==> config.mk <==
export PLATFORM = sky130hd
export DESIGN_NAME = npr_slot_tab
export DESIGN_NICKNAME = d
export VERILOG_FILES = /design/src/design/npr_pkg.sv /design/src/design/npr_slot_tab.sv
export SDC_FILE = /design/constraint.sdc
export NUM_CORES = 1
export LEC_CHECK = 0
export ABC_AREA = 1
export BUFFER_PORTS_ARGS = -buffer_cell sky130_fd_sc_hd__buf_2
export CAP_MARGIN = 30
export CORE_AREA = 3 3 200 202
export CTS_BUF_LIST = sky130_fd_sc_hd__clkbuf_4 sky130_fd_sc_hd__clkbuf_8
export DETAILED_ROUTE_END_ITERATION = 10
export DIE_AREA = 0 0 203 205
export GPL_TIMING_DRIVEN = 0
export PLACE_DENSITY_LB_ADDON = 0.15
export SYNTH_ARGS = -nofsm -noshare
export SYNTH_HDL_FRONTEND = slang
export SYNTH_SLANG_ARGS = --single-unit
==> constraint.sdc <==
create_clock -name aclk -period 2.3 [get_ports aclk]
set_input_delay 0.23 -clock aclk [delete_from_list [all_inputs] [get_ports aclk]]
set_output_delay 0.23 -clock aclk [all_outputs]
set_load 0.01 [all_outputs]
==> src/design/npr_pkg.sv <==
// Package with the types and constants of the packet ring store.
`default_nettype none

package npr_pkg;

    localparam int SEQ_W   = 16;
    localparam int SLOT_W  = 4;
    localparam int LENO_W  = 12;
    localparam int BYTE_W  = 8;
    localparam int OFF_W   = 11;
    localparam int MODE_W  = 2;

    localparam int S_TDATA_W = 40;
    localparam int M_TDATA_W = 40;

    localparam logic [MODE_W-1:0] MODE_PUT    = 2'd0;
    localparam logic [MODE_W-1:0] MODE_NEXT   = 2'd1;
    localparam logic [MODE_W-1:0] MODE_LOOKUP = 2'd2;
    localparam logic [MODE_W-1:0] MODE_READ   = 2'd3;

    localparam logic STAT_OK   = 1'b0;
    localparam logic STAT_NONE = 1'b1;

    typedef enum logic [2:0] {
        ST_IDLE,
        ST_PUT,
        ST_SCAN_RD,
        ST_SCAN_EVAL,
        ST_SCAN_DONE,
        ST_RB_ADDR,
        ST_RB_READ,
        ST_RB_DONE
    } state_t;

    typedef struct packed {
        logic wr_en;
        logic rd_en;
        logic clr_all;
    } tab_ctl_t;

endpackage

`default_nettype wire

==> src/design/npr_slot_tab.sv <==
// Slot table: sequence number and length per slot, with valid bits for bulk clear.
`default_nettype none

module npr_slot_tab #(
    parameter int SLOTS = 16,
    parameter int NUM_W = 16,
    parameter int LEN_W = 12,
    localparam int IDX_W = $clog2(SLOTS)
) (
    input  logic               aclk,
    input  logic               aresetn,
    input  npr_pkg::tab_ctl_t  ctl,
    input  logic [IDX_W-1:0]   wr_idx,
    input  logic [NUM_W-1:0]   wr_num,
    input  logic [LEN_W-1:0]   wr_len,
    input  logic [IDX_W-1:0]   rd_idx,
    output logic [NUM_W-1:0]   rd_num,
    output logic [LEN_W-1:0]   rd_len
);

    logic [NUM_W-1:0] num_mem [SLOTS];
    logic [LEN_W-1:0] len_mem [SLOTS];
    logic [SLOTS-1:0] valid_reg, valid_next;
    logic [NUM_W-1:0] rd_num_reg;
    logic [LEN_W-1:0] rd_len_reg;

    // A clear and a write in the same cycle leave only the written slot valid.
    always_comb begin
        valid_next = ctl.clr_all ? '0 : valid_reg;
        if (ctl.wr_en) begin
            valid_next[wr_idx] = 1'b1;
        end
    end

    // A slot that is not valid reads as number zero and length zero.
    always_ff @(posedge aclk) begin
        if (!aresetn) begin
            valid_reg <= '0;
        end else begin
            valid_reg <= valid_next;
        end
    end

    always_ff @(posedge aclk) begin
        if (ctl.wr_en) begin
            num_mem[wr_idx] <= wr_num;
            len_mem[wr_idx] <= wr_len;
        end
        if (ctl.rd_en) begin
            rd_num_reg <= valid_reg[rd_idx] ? num_mem[rd_idx] : '0;
            rd_len_reg <= valid_reg[rd_idx] ? len_mem[rd_idx] : '0;
        end
    end

    assign rd_num = rd_num_reg;
    assign rd_len = rd_len_reg;

endmodule

`default_nettype wire

==> results of run 1 <==
[synthesized netlist by cell type (9+ instances only)]
master | number | share of area
inv_2 | 12 | 0.0021
buf_1 | 12 | 0.0021
nor2_1 | 28 | 0.0050
a21oi_1 | 14 | 0.0033
nand2_1 | 632 | 0.11
edfxtp_1 | 476 | 0.68
dfxtp_1 | 16 | 0.015
nand3_1 | 345 | 0.082
inv_1 | 384 | 0.069
clkbuf_1 | 9 | 0.0016
buf_2 | 70 | 0.017
nand2_2 | 10 | 0.0030
[through the flow]
step	hold slack [ns]	setup TNS (ns)	area, sq um	utilization
2_1_floorplan	0.329	0	21000	-
3_5_place_dp	0.467	-1.89	22500	0.584
4_1_cts	0.0914	0	24300	0.631
5_1_grt	0.143	0	24300	0.631
3_3_place_gp	0.456	-543.81	22000	0.572
6_report	0.131	0	24300	0.631
[power breakdown]
part / total, uW / switching (uW) / internal (uW)
Clock: 7080 / 3350 / 3730
Combinational: 1510 / 1090 / 424
Sequential: 10100 / 46.3 / 10000
[kinds of logic after synthesis]
group / count (synthesis) / share of synthesized area
AO/OA/AOI/OAI: 16 / 0.00404
buffers and inverters: 495 / 0.0948
flip-flops: 492 / 0.695
AND/OR/NAND/NOR: 1026 / 0.206
[layout make-up]
type	count	area, sq um	area share
Clock buffer	109	1340	0.0551
Clock inverter	26	115	0.00474
Multi-Input combinational cell	1042	4500	0.185
Tap cell	518	648	0.0267
Sequential cell	492	14600	0.602
Buffer	99	508	0.0209
Timing Repair Buffer	121	1070	0.0440
Inverter	396	1490	0.0612
[final timing paths]
kind / start / to / slack [ns] / cells after the start
max reg2reg: valid_reg[15]$_SDFF_PN0_ / rd_num[0]$_SDFFCE_PN0P_ / 0.81 / 8
max: wr_idx[2] / len_mem[2][1]$_DFFE_PP_ / 0.05 / 6
min reg2reg: valid_reg[1]$_SDFF_PN0_ / valid_reg[1]$_SDFF_PN0_ / 0.47 / 2
min: ctl[2] / valid_reg[2]$_SDFF_PN0_ / 0.13 / 5
[timing repair]
item | 4_1_cts | 5_1_grt
hold buffers | 37 | 0
setup endpoints to repair | 0 | 0
endpoints found under the hold margin | 426 | 0
[routing by layer]
metal / track usage / up-vias / part of all wire
li1: - / 6921 / -
met4: 0.145 / 0 / 0.044
met5: 0 / - / 0
met1: 0.403 / 7258 / 0.38
met3: 0.0626 / 170 / 0.11
met2: 0.483 / 952 / 0.46
[critical path: cells and delay by family]
kind | cells | cell delay, ns
buffers and inverters | 4 | 2.00
and+or+nand+nor | 2 | 0.22
==> impl_metrics.py, run 1 <==
metrics = {
    "run_status": {
        "status": "finished clean",
    },
    "yosys": {
        "yosysSeqAreaShare": 0.695,
        "synth_cell_types": 20,
        "syn_area_per_cell_sq_um": 10.4,
        "postSynth.asyncResetShare": 0,
        "ys_seq_elements": 492,
        "syn-cell-area_sq_mm": 0.0210,
        "syn_nets": 2070,
        "syn_inst": 2029,
        "yosys_warnings": 0,
        "synth_edf_count": 476,
        "synthFlopType": "edfxtp_1",
    },
    "hold_path": {
        "hp-class": "in2reg",
    },
    "grt": {
        "grt_pass1_vias": 14900,
        "grt_first_pass_wirelength_um": 90900,
        "grt_use_total": 0.303,
        "grt_max_degree": 29,
        "grt_overflow_total": 0,
        "antenna_found_initial": 1,
    },
    "worst_setup_path": {
        "slowest_delay_ns": 0.74,
        "path_max_fanout": 28,
        "start_kind": "input port",
        "crit_type": "in2reg",
        "worstPathCellList": "dlygate4sd3_1, buf_2, nor2_1, dlygate4sd3_1, nand2_1, inv_2",
        "critical_path.slowest_cell": "inv_2",
        "crit_top_cell": "dlygate4sd3_1",
        "required_ns": 2.52,
        "cp-end-kind": "flip-flop",
        "crit_arrival_ns": 2.47,
    },
    "placed_design": {
        "placed_cells": 2631,
        "dp_hpwl_um": 38500,
        "place_ws_ns": -0.209,
        "port_buffers": 66,
        "gp_congestion": 0.854,
    },
    "die": {
        "core_area_sq_mm": 0.0385,
        "die_h_um": 205,
        "num_rows": 72,
        "ioPinCount": 69,
        "die_area_sq_mm": 0.0416,
        "die_x_um": 203,
        "start_util": 0.547,
    },
    "clocking": {
        "post_cts_buffers": 0,
        "cts_resized": 0,
        "clock_path_buffers": 3,
        "ctsHtreeMaxLevel": 3,
        "worst_skew_pair.late_latency_ns": 0.63,
        "cts_buffers": 80,
        "clock_sinks": 492,
        "cts_root_buf": "clkbuf_8",
        "clk_pin_slew_ns": 0.06,
        "cts_tree": "done",
    },
    "finish": {
        "reg_top3": "num_mem (256), len_mem (192)",
        "top_register": "num_mem",
        "final_common_cell": "nand2_1",
        "fin_cells": 2803,
        "nFillCells": 3092,
        "final_nets": 2273,
        "layout-drive-gt1-share": 0.139,
        "final_cell_mix": "nand2_1, edfxtp_1, inv_1, nand3_1, buf_2",
        "diodes": 0,
        "largest_register_ffs": 256,
        "areaGrowthSynthToFinish_pct": 15.4,
    },
    "routing": {
        "vias_per_cell": 5.46,
        "ant_nets": 0,
        "drtPass1Iterations": 6,
        "vias": 15300,
        "drt_iter0_drc": 1725,
        "wl_per_cell_um": 22.4,
        "drt-total-wl_um": 62800,
        "drc": 0,
    },
    "sta": {
        "tightest_slew_ns": 1.08,
        "finalWorstSetupSlack_ns": 0.0505,
        "period_share": 0.978,
        "hold_violations": 0,
        "finalSetupViolCount": 0,
        "max_freq_ghz": 0.445,
        "rsz0062_at_grt": "false",
        "relSlewSlack": 0.279,
        "drv_slew": 0,
        "skew_ns": 0.0305,
        "min_period_ns": 2.25,
    },
    "power": {
        "peakVddDrop_v": 0.000501,
        "power_uw": 18700,
        "p_leak_uw": 0.0107,
        "power_density_mw_per_mm2": 770,
    },
    "run": {
        "maxCapViolations": 0,
    },
}
No activity file was read; power rests on OpenSTA's default activity.
==> run 2, diff against run 1 <==
--- a/config.mk
+++ b/config.mk
@@ -9,7 +9,7 @@
 export BUFFER_PORTS_ARGS = -buffer_cell sky130_fd_sc_hd__buf_2
 export CAP_MARGIN = 30
 export CORE_AREA = 3 3 200 202
-export CTS_BUF_LIST = sky130_fd_sc_hd__clkbuf_4 sky130_fd_sc_hd__clkbuf_8
+export CTS_BUF_LIST = sky130_fd_sc_hd__clkbuf_8
 export DETAILED_ROUTE_END_ITERATION = 10
 export DIE_AREA = 0 0 203 205
 export GPL_TIMING_DRIVEN = 0
==> run 2 against run 1 <==
Compared with the run above: via count decreased by 0.44%; clock skew about the same; final cell count unchanged; global-route usage about the same; worst setup slack improved by 0.017 ns; critical path depth unchanged; flip-flop and latch count unchanged; critical endpoint unchanged; largest power group unchanged; sequential share of layout area increased by 0.24 points; combinational power about the same; total power decreased by 2.3%; clock power decreased by 5.9%.
==> impl_metrics.py, run 2 (same netlist as run 1, synthesis figures left out) <==
metrics = {
    "run_status": {
        "status": "finished clean",
    },
    "power": {
        "p_leak_uw": 0.0107,
        "clkPwrFrac": 0.365,
        "power_density_mw_per_mm2": 755,
        "peakVddDrop_v": 0.000498,
        "power.switching_uw": 4480,
        "comb_power_share": 0.083,
        "p_int_uw": 13800,
        "power_frac_seq": 0.553,
        "swShare": 0.245,
    },
    "clocking": {
        "worst_skew_pair.late_latency_ns": 0.63,
        "cts_resized": 0,
        "clock_sinks": 492,
        "clk_pin_slew_ns": 0.06,
        "ctsHtreeMaxLevel": 3,
        "cts_root_buf": "clkbuf_8",
        "clock_path_buffers": 3,
        "cts_buffers": 80,
        "cts_tree": "done",
    },
    "sta": {
        "finalSetupViolCount": 0,
        "fin_tns_setup_ns": 0,
        "drv_slew": 0,
        "skew_ns": 0.0306,
        "hold_violations": 0,
        "period_share": 0.971,
        "max_freq_ghz": 0.448,
        "finalWorstSetupSlack_ns": 0.0678,
        "rsz0062_at_grt": "false",
        "min_period_ns": 2.23,
        "relSlewSlack": 0.264,
        "tightest_slew_ns": 1.10,
    },
    "finish": {
        "layout-drive-gt1-share": 0.128,
        "final_area_sq_mm": 0.0242,
        "nFillCells": 3107,
        "final_common_cell": "nand2_1",
        "fin_cells": 2803,
        "final_cell_mix": "nand2_1, edfxtp_1, inv_1, nand3_1, buf_2",
        "areaGrowthSynthToFinish_pct": 15.0,
        "utilization": 0.629,
        "final_nets": 2273,
        "largest_register_ffs": 256,
        "reg_top3": "num_mem (256), len_mem (192)",
        "diodes": 0,
        "top_register": "num_mem",
    },
    "die": {
        "core_area_sq_mm": 0.0385,
        "num_rows": 72,
        "die_x_um": 203,
        "start_util": 0.547,
        "die_area_sq_mm": 0.0416,
        "ioPinCount": 69,
        "die_h_um": 205,
    },
    "grt": {
        "grt_max_degree": 29,
        "antenna_found_initial": 1,
        "grt_pass1_vias": 14900,
        "grt_first_pass_wirelength_um": 90900,
        "grt_use_total": 0.303,
        "grt_overflow_total": 0,
    },
    "hold_path": {
        "hp-class": "in2reg",
    },
    "worst_setup_path": {
        "path_max_fanout": 28,
        "cp-end-kind": "flip-flop",
        "crit_type": "in2reg",
        "start_kind": "input port",
        "required_ns": 2.53,
        "crit_arrival_ns": 2.46,
    },
    "routing": {
        "drc": 0,
        "vias": 15200,
        "drt-total-wl_um": 62800,
        "drt_iter0_drc": 1677,
        "drtPass1Iterations": 5,
        "vias_per_cell": 5.43,
        "ant_nets": 0,
        "wl_per_cell_um": 22.4,
    },
    "placed_design": {
        "port_buffers": 66,
        "place_ws_ns": -0.209,
        "dp_hpwl_um": 38500,
        "gp_congestion": 0.854,
        "dpl_cell_area_sq_mm": 0.0225,
        "placed_cells": 2631,
    },
    "run": {
        "maxCapViolations": 0,
    },
}
-- run 2: worst paths after layout --
check / start / to / slack [ns] / cells past startpoint
max: wr_idx[2] / len_mem[2][1]$_DFFE_PP_ / 0.07 / 6
min: ctl[2] / valid_reg[2]$_SDFF_PN0_ / 0.12 / 5
max reg2reg: valid_reg[15]$_SDFF_PN0_ / rd_num[0]$_SDFFCE_PN0P_ / 0.80 / 8
min reg2reg: valid_reg[10]$_SDFF_PN0_ / valid_reg[10]$_SDFF_PN0_ / 0.47 / 2
-- run 2: timing repair --
action,in CTS,in global routing
hold buffers,37,0
endpoints found under the setup margin,0,0
hold endpoints to repair,426,0
setup buffers,0,0
-- run 2: through the flow --
step	hold slack, ns	total power [uW]
floorplan	0.329	11000
global placement	0.456	11600
detailed placement	0.467	11700
CTS	0.0837	18300
global route	0.139	18800
finish	0.119	18300
-- run 2: routing by layer --
layer | share of wire | wire length, um | track usage | up-vias
li1 | - | - | - | 6917
met1 | 0.38 | 24200 | 0.403 | 7234
met2 | 0.46 | 28900 | 0.483 | 912
met3 | 0.11 | 6930 | 0.0613 | 171
met4 | 0.044 | 2790 | 0.144 | 0
met5 | 0 | 0 | 0 | -
-- run 2: worst max-delay path: stages --
cell	delay [ns]
dlygate4sd3_1	0.53
buf_2	0.14
nor2_1	0.13
dlygate4sd3_1	0.59
nand2_1	0.08
inv_2	0.74
-- run 2: area by class of cell --
type                            count  area [sq um]  area share
Buffer                             99           508      0.0210
Clock buffer                       83          1140      0.0472
Clock inverter                     52           213     0.00880
Inverter                          396          1490      0.0615
Multi-Input combinational cell   1042          4500       0.186
Sequential cell                   492         14600       0.604
Tap cell                          518           648      0.0268
Timing Repair Buffer              121          1070      0.0441
-- run 2: power groups by stage --
stage | Combinational, uW | Sequential, uW | Clock [uW]
after floorplan | 736 | 10300 | 0
after CTS | 1490 | 10100 | 6720
after detailed placement | 1440 | 10300 | 0
after global placement | 1370 | 10300 | 0
final | 1510 | 10100 | 6660
after global routing | 1630 | 10100 | 7100
